[src/design/median_window_filter_assert.svh]
// ----------------------------------------------------------------------------
// median window filter assertion macros
// shared property forms for the filter's concurrent checks
// ----------------------------------------------------------------------------
`ifndef MEDIAN_WINDOW_FILTER_ASSERT_SVH
`define MEDIAN_WINDOW_FILTER_ASSERT_SVH

// same-cycle implication
`define MWF_ASSERT_NOW(lbl, ck, rs, a, b) \
  lbl: assert property (@(posedge ck) disable iff (rs) (a) |-> (b)) \
    else $error("median_window_filter: check failed");

// next-cycle implication
`define MWF_ASSERT_NEXT(lbl, ck, rs, a, b) \
  lbl: assert property (@(posedge ck) disable iff (rs) (a) |=> (b)) \
    else $error("median_window_filter: check failed");

`endif

[src/design/medf_pkg.sv]
`timescale 1ns / 1ps
// ----------------------------------------------------------------------------
// medf_pkg
// shared widths, register indexes and controller/datapath interface types
// ----------------------------------------------------------------------------
package medf_pkg;

  localparam int PIX_W     = 8;
  localparam int WS_W      = 4;
  localparam int DIM_W     = 11;
  localparam int RAD_W     = 3;
  localparam int CFG_IDX_W = 2;

  localparam logic [CFG_IDX_W-1:0] REG_WINDOW_SIZE = 2'd0;
  localparam logic [CFG_IDX_W-1:0] REG_IMAGE_COLS  = 2'd1;
  localparam logic [CFG_IDX_W-1:0] REG_IMAGE_ROWS  = 2'd2;

  localparam logic [WS_W-1:0]  WS_RESET   = 4'd3;
  localparam logic [DIM_W-1:0] COLS_RESET = 11'd640;
  localparam logic [DIM_W-1:0] ROWS_RESET = 11'd480;

  localparam logic CMD_PIXEL = 1'b0;

  typedef struct packed {
    logic accept;
    logic scan;
    logic shift;
    logic load_out;
  } medf_cmd_t;

  typedef struct packed {
    logic emit;
    logic scan_last;
    logic sel_done;
    logic out_free;
  } medf_status_t;

endpackage

[src/design/medf_ctrl.sv]
`timescale 1ns / 1ps
// ----------------------------------------------------------------------------
// medf_ctrl
// sequencer: input beat, window scan, sorted-list select, result load
// ----------------------------------------------------------------------------
`include "median_window_filter_assert.svh"

module medf_ctrl (
  input  logic                  clk,
  input  logic                  rst,
  input  logic                  in_valid,
  output logic                  in_ready,
  input  medf_pkg::medf_status_t status,
  output medf_pkg::medf_cmd_t    cmd
);

  typedef enum logic [3:0] {
    S_IDLE  = 4'b0001,
    S_SCAN  = 4'b0010,
    S_DRAIN = 4'b0100,
    S_SEL   = 4'b1000
  } state_t;

  state_t state, state_next;

  always_ff @(posedge clk) begin
    if (rst) begin
      state <= S_IDLE;
    end else begin
      state <= state_next;
    end
  end

  always_comb begin
    state_next   = state;
    in_ready     = 1'b0;
    cmd          = '0;
    case (state)
      S_IDLE: begin
        in_ready   = 1'b1;
        cmd.accept = in_valid;
        if (in_valid && status.emit) begin
          state_next = S_SCAN;
        end
      end
      S_SCAN: begin
        cmd.scan = 1'b1;
        if (status.scan_last) begin
          state_next = S_DRAIN;
        end
      end
      S_DRAIN: begin
        state_next = S_SEL;
      end
      S_SEL: begin
        if (!status.sel_done) begin
          cmd.shift = 1'b1;
        end else if (status.out_free) begin
          cmd.load_out = 1'b1;
          state_next   = S_IDLE;
        end
      end
      default: begin
        state_next = S_IDLE;
      end
    endcase
  end

  `MWF_ASSERT_NEXT(a_scan_to_drain, clk, rst, state == S_SCAN && status.scan_last, state == S_DRAIN)
  `MWF_ASSERT_NEXT(a_drain_to_sel, clk, rst, state == S_DRAIN, state == S_SEL)
  `MWF_ASSERT_NOW(a_load_free, clk, rst, cmd.load_out, status.out_free && status.sel_done)
  `MWF_ASSERT_NEXT(a_load_idle, clk, rst, cmd.load_out, state == S_IDLE)

endmodule

[config.mk]
export PLATFORM = sky130hd
export DESIGN_NAME = medf_ctrl
export DESIGN_NICKNAME = d
export VERILOG_FILES = /design/src/design/medf_pkg.sv /design/src/design/medf_ctrl.sv
export VERILOG_INCLUDE_DIRS = /design/src /design/src/design
export SDC_FILE = /design/constraint.sdc
export NUM_CORES = 1
export LEC_CHECK = 0
export BUFFER_PORTS_ARGS = -buffer_cell sky130_fd_sc_hd__buf_2
export CAP_MARGIN = 10
export CORE_AREA = 2 2 39 41
export CTS_CLUSTER_DIAMETER = 100
export DETAILED_ROUTE_END_ITERATION = 8
export DIE_AREA = 0 0 41 43
export GPL_TIMING_DRIVEN = 0
export HOLD_SLACK_MARGIN = 0.1
export PLACE_DENSITY_LB_ADDON = 0.25
export SYNTH_ARGS = -nofsm -noshare
export SYNTH_HDL_FRONTEND = slang
export SYNTH_SLANG_ARGS = --single-unit
[constraint.sdc]
create_clock -name clk -period 2 [get_ports clk]
set_input_delay 0.2 -clock clk [delete_from_list [all_inputs] [get_ports clk]]
set_output_delay 0.2 -clock clk [all_outputs]
set_load 0.05 [all_outputs]
Yosys cells after proc, flatten, opt, wreduce, memory -nomap -nowiden. Index checks and enable logic that the tools add are counted.

Register bits after elaboration: 4. Bits in latches: 0. Bits in writable memories: 0. Bits in read-only memories: 0. Input bits: 7. Word-level logic and storage cells: 23. Memories kept: 0.

Add/sub/neg operators: 0. Multipliers: 0. Divide/modulo/power cells: 0. Order comparisons: 0. Equal/unequal tests: 8. Shift-type cells: 0. Mux-type cells: 12. Bitwise operators: 0. Reduce and logical (&&, ||, !) cells: 2.

Operators with widths (count): $mux 4 (4); $pmux 4 s4 (1); $ne 2x2->1 const B (4); $mux 1 (6); $eq 4x1->1 const B (1); $eq 4x2->1 const B (1); $eq 4x3->1 const B (1); $eq 4x4->1 const B (1); $reduce_and 4->1 (1); $mux 2 (1); $logic_and 1x1->1 (1).

Longest topological paths before layout.
Depth after elaboration: 3. Depth in mapped cells: 3. Depth with buffers taken out: 3.

Least setup slack after synthesis. OpenSTA, ideal clock, no wires.

Kind: register to output. Start: register state[2]. End: output cmd[3] (netlist bit). Arrival time: 2011 ps. Data required time: 1800 ps. Slack: -211 ps. Cell stages (with the launch flop): 3. Buffers on the path: 0. Path through: dfxtp_1 > nor4b_2 > and2_1.

RTL lines: start, declared (RTL line medf_ctrl.sv:24) `state_t state, state_next;`; start signal, assigned (RTL line medf_ctrl.sv:30) `state <= state_next;`; end, declared (RTL line medf_ctrl.sv:14) `output medf_pkg::medf_cmd_t cmd`.

==> tab_implementation.tex <==
\begin{tabular}{lr}
\hline
Metric & Value \\
\hline
\multicolumn{2}{l}{\textbf{Run status}} \\
Run status & complete, no violations \\
\multicolumn{2}{l}{\textbf{Critical path}} \\
Kind of start point of the critical path & register \\
FF-to-FF path depth & 3 \\
Endpoint of the most critical register-to-register path & state[2] \\
Reg2reg setup slack & a little under 0.6 ns \\
Kind of end point of the critical path & primary output \\
Crit-path max cell delay & between 0.5 and 0.6 ns \\
Crit path depth & 3 \\
Crit path DAT & 1.53 ns \\
Critical Path Start & state[3] \\
Cells along the critical path & or4b\_4, nor2\_1, buf\_2 \\
Type of the worst setup path & register to primary output \\
Worst-path cell with the longest stage delay & or4b\_4 \\
Crit path to & cmd[0] \\
Critical path buffer and inverter count & 1 \\
Top fanout value on the critical path & 4 \\
WP data required & around 1.8 ns \\
Top delay family on crit path & simple AND/OR/NAND/NOR gates \\
Source of the worst register-to-register timing path & state[3] \\
\multicolumn{2}{l}{\textbf{GRT}} \\
Number of global-route vias before repair & about 200 \\
First-pass GRT wire length & between 700 and 800 µm \\
Largest net degree at the start of global routing & 6 \\
Overflow left after global routing & 0 \\
GRT Total Usage & 0.0703 \\
Antenna violations before repair & 0 \\
\multicolumn{2}{l}{\textbf{Logic synthesis}} \\
Post-synthesis sequential area ratio & 0.356 \\
Post-synth net total & 29 \\
Cells after Synth & 22 \\
Syn. warnings & 0 \\
Synthesized-area fraction occupied by ao, oa, aoi and oai cells & 0.189 \\
Area share of xor/xnor cells in the synthesized design & 0 \\
Flops \& latches, synth & 4 \\
Average instance area after synthesis & 10.2 µm² \\
Multiplexer share of the synthesized area & 0 \\
Synth unique cells & 15 \\
Post-synthesis share of cell area spent on and, or, nand and nor gates & 0.406 \\
Mapped Area & approximately 230 µm² \\
Combinational family with the most area after synthesis & simple AND/OR/NAND/NOR gates \\
Adder-Cell Fraction of Synth Area & 0 \\
\multicolumn{2}{l}{\textbf{Timing}} \\
Post-layout minimum cycle time & about 1.7 ns \\
Final critical-path share of the clock period & 0.867 \\
Tightest slew margin relative to the limit & 0.738 \\
Worst hold slack after final layout & 0.199 ns \\
Maximum clock skew at final layout & 0.00200 ns \\
Unrepaired setup endpoints after global routing & false \\
Setup slack of the critical path after layout & 0.266 ns \\
Max-slew violation count & 0 \\
Number of failing setup endpoints in the final timing report & 0 \\
Tightest Pin Transition & around 0.39 ns \\
Highest clock rate & slightly below 600 MHz \\
Final hold violation count & 0 \\
Total Negative Setup Slacks & 0 ns \\
\multicolumn{2}{l}{\textbf{Pwr}} \\
Static Leak & approximately 0.15 nW \\
Cell Pwr Density & between 900 and 1000 nW/µm² \\
Max IR drop VDD & approximately 0.26 mV \\
Design Power & slightly above 300 µW \\
\multicolumn{2}{l}{\textbf{Floorplan}} \\
Initial standard-cell utilization of the core & 0.163 \\
Num ports & 12 \\
Standard-cell rows & 14 \\
Die height & 43 µm \\
Full die area & 1760 µm² \\
CORE AREA & 1380 µm² \\
X dimension of the die & about 41 µm \\
\multicolumn{2}{l}{\textbf{Place}} \\
Placed wire-length estimate after detailed placement & between 300 and 400 µm \\
Standard cell area after detailed placement & roughly 300 µm² \\
Number of cells in the design after placement & 49 \\
Place WS & just over 0.5 ns \\
Routability-driven placement congestion ratio & about 0.66 \\
Count of buffers inserted at the top-level ports & 11 \\
\multicolumn{2}{l}{\textbf{Cells and area}} \\
Number of flip-flops under the largest register name & 4 \\
Cell Count, Final, Fillers Out & 52 \\
Biggest regs & state (4) \\
Largest Register & state \\
Final cell utilization of the core & 0.240 \\
Ant diodes & 0 \\
Net total in the final layout & 45 \\
Layout-stage area growth over the synthesis result & 47.2\% \\
Total non-filler cell area in the finished layout & $\sim$330 µm² \\
Filler instances & about 150 \\
Proportion of layout cells with a drive suffix above 1 & 0.528 \\
\multicolumn{2}{l}{\textbf{Clock network}} \\
Post-cts sizing count & 0 \\
Clock edge transition at the registers on the reported setup and hold paths & 0.04 ns \\
Depth of the CTS H-tree & 1 \\
Clock Tree Buf Depth & 2 \\
Root buffer cell & clkbuf\_4 \\
Number of hold buffers added after CTS & 0 \\
Total clock sinks & 4 \\
Clock tree from TritonCTS & yes \\
Post-CTS Repair Setup Buffers & 0 \\
Clock buffers created by TritonCTS & 3 \\
Skew-Pair Late Insertion Delay & 0.24 ns \\
\multicolumn{2}{l}{\textbf{Detailed routing}} \\
Number of DRC markers in iteration 0 & 2 \\
Drt wl/cell & $\sim$9.1 µm \\
Total wirelength of the detailed-routed design & 473 µm \\
ANT nets after route & 0 \\
First-pass DRT Iterations & 3 \\
Vias per inst & between 4 and 5 \\
Vias after detailed routing & 221 \\
Residual DRC & 0 \\
\multicolumn{2}{l}{\textbf{Hold path}} \\
Hold Path Class & input pin to register \\
\multicolumn{2}{l}{\textbf{Run}} \\
Total of max-cap violations & 0 \\
\hline
\end{tabular}
==> metal layers <==
metal,share of wire,routed length [µm],vias up,track usage
met1,0.41,193,100,0.0675
met2,0.51,242,8,0.0875
li1,-,-,111,-
met5,0,0,-,0
met3,0.049,23,2,0.0314
met4,0.032,15,0,0.100
==> cell type report <==
cell class | count | area (µm²) | share of cell area
sequential | 4 | 80.1 | 0.242
tap | 16 | 20.0 | 0.0604
inverter | 1 | 3.75 | 0.0113
multi-input combinational | 16 | 143 | 0.430
timing repair buffer | 11 | 55.1 | 0.166
buffer | 1 | 7.51 | 0.0226
clock buffer | 3 | 22.5 | 0.0679
==> cell families (layout without fill, tap and decap cells) <==
| family | Yosys count | in the layout |
|---|---|---|
| buf+inv | 2 | 16 |
| simple gates | 11 | 11 |
| flops | 4 | 4 |
| compound gates | 5 | 5 |
==> how the worst min path moves through the flow <==
stage,startpoint,end,slack (ns),cells past startpoint
after global placement,rst,state[0],0.44,3
after global routing,rst,state[0],0.24,3
final,rst,state[0],0.20,3
after detailed placement,rst,state[0],0.45,3
after CTS,rst,state[0],0.20,3
after floorplan,rst,state[0],0.32,2
==> synthesized netlist by cell type, drive strengths merged <==
master  instances  area, µm²
and4b           1       10.0
and2            1       6.26
o21a            1       7.51
o41ai           1       8.76
nor3b           1       7.51
nor4b           3       38.8
or4b            1       13.8
buf             1       7.51
nor2            2       7.51
a21oi           3       26.3
dfxtp           4       80.1
nand2           2       7.51
inv             1       3.75
==> where the power goes <==
group | total [mW] | switching [mW] | internal (mW)
registers | 0.0999 | 0.0108 | 0.0891
clock network | 0.101 | 0.0335 | 0.0672
logic | 0.108 | 0.0710 | 0.0375
total | 0.309 | 0.115 | 0.194
==> cells in the final DEF (no fill, tap or decap) <==
| master | synthesis | layout |
|---|---|---|
| o21a_1 | 1 | 1 |
| buf_4 | 1 | 1 |
| and2_1 | 1 | 1 |
| dfxtp_1 | 4 | 4 |
| nor4b_2 | 2 | 1 |
| inv_1 | 1 | 1 |
| nand2_1 | 2 | 2 |
| clkbuf_4 | 0 | 3 |
| nor2_1 | 2 | 2 |
| nor4b_4 | 0 | 1 |
| nor4b_1 | 1 | 1 |
| a21oi_1 | 2 | 2 |
| a21oi_4 | 1 | 1 |
| nor3b_1 | 1 | 1 |
| and4b_1 | 1 | 1 |
| buf_2 | 0 | 11 |
| o41ai_1 | 1 | 1 |
| or4b_4 | 1 | 1 |
==> worst register-to-register path: cells and delay by family, from the launching register on <==
family           cells  cell delay [ns]
flip-flops           1             0.41
AND/OR/NAND/NOR      2             0.73
AO/OA/AOI/OAI        1             0.17
Note: power is estimated with default switching activity, not from simulation.
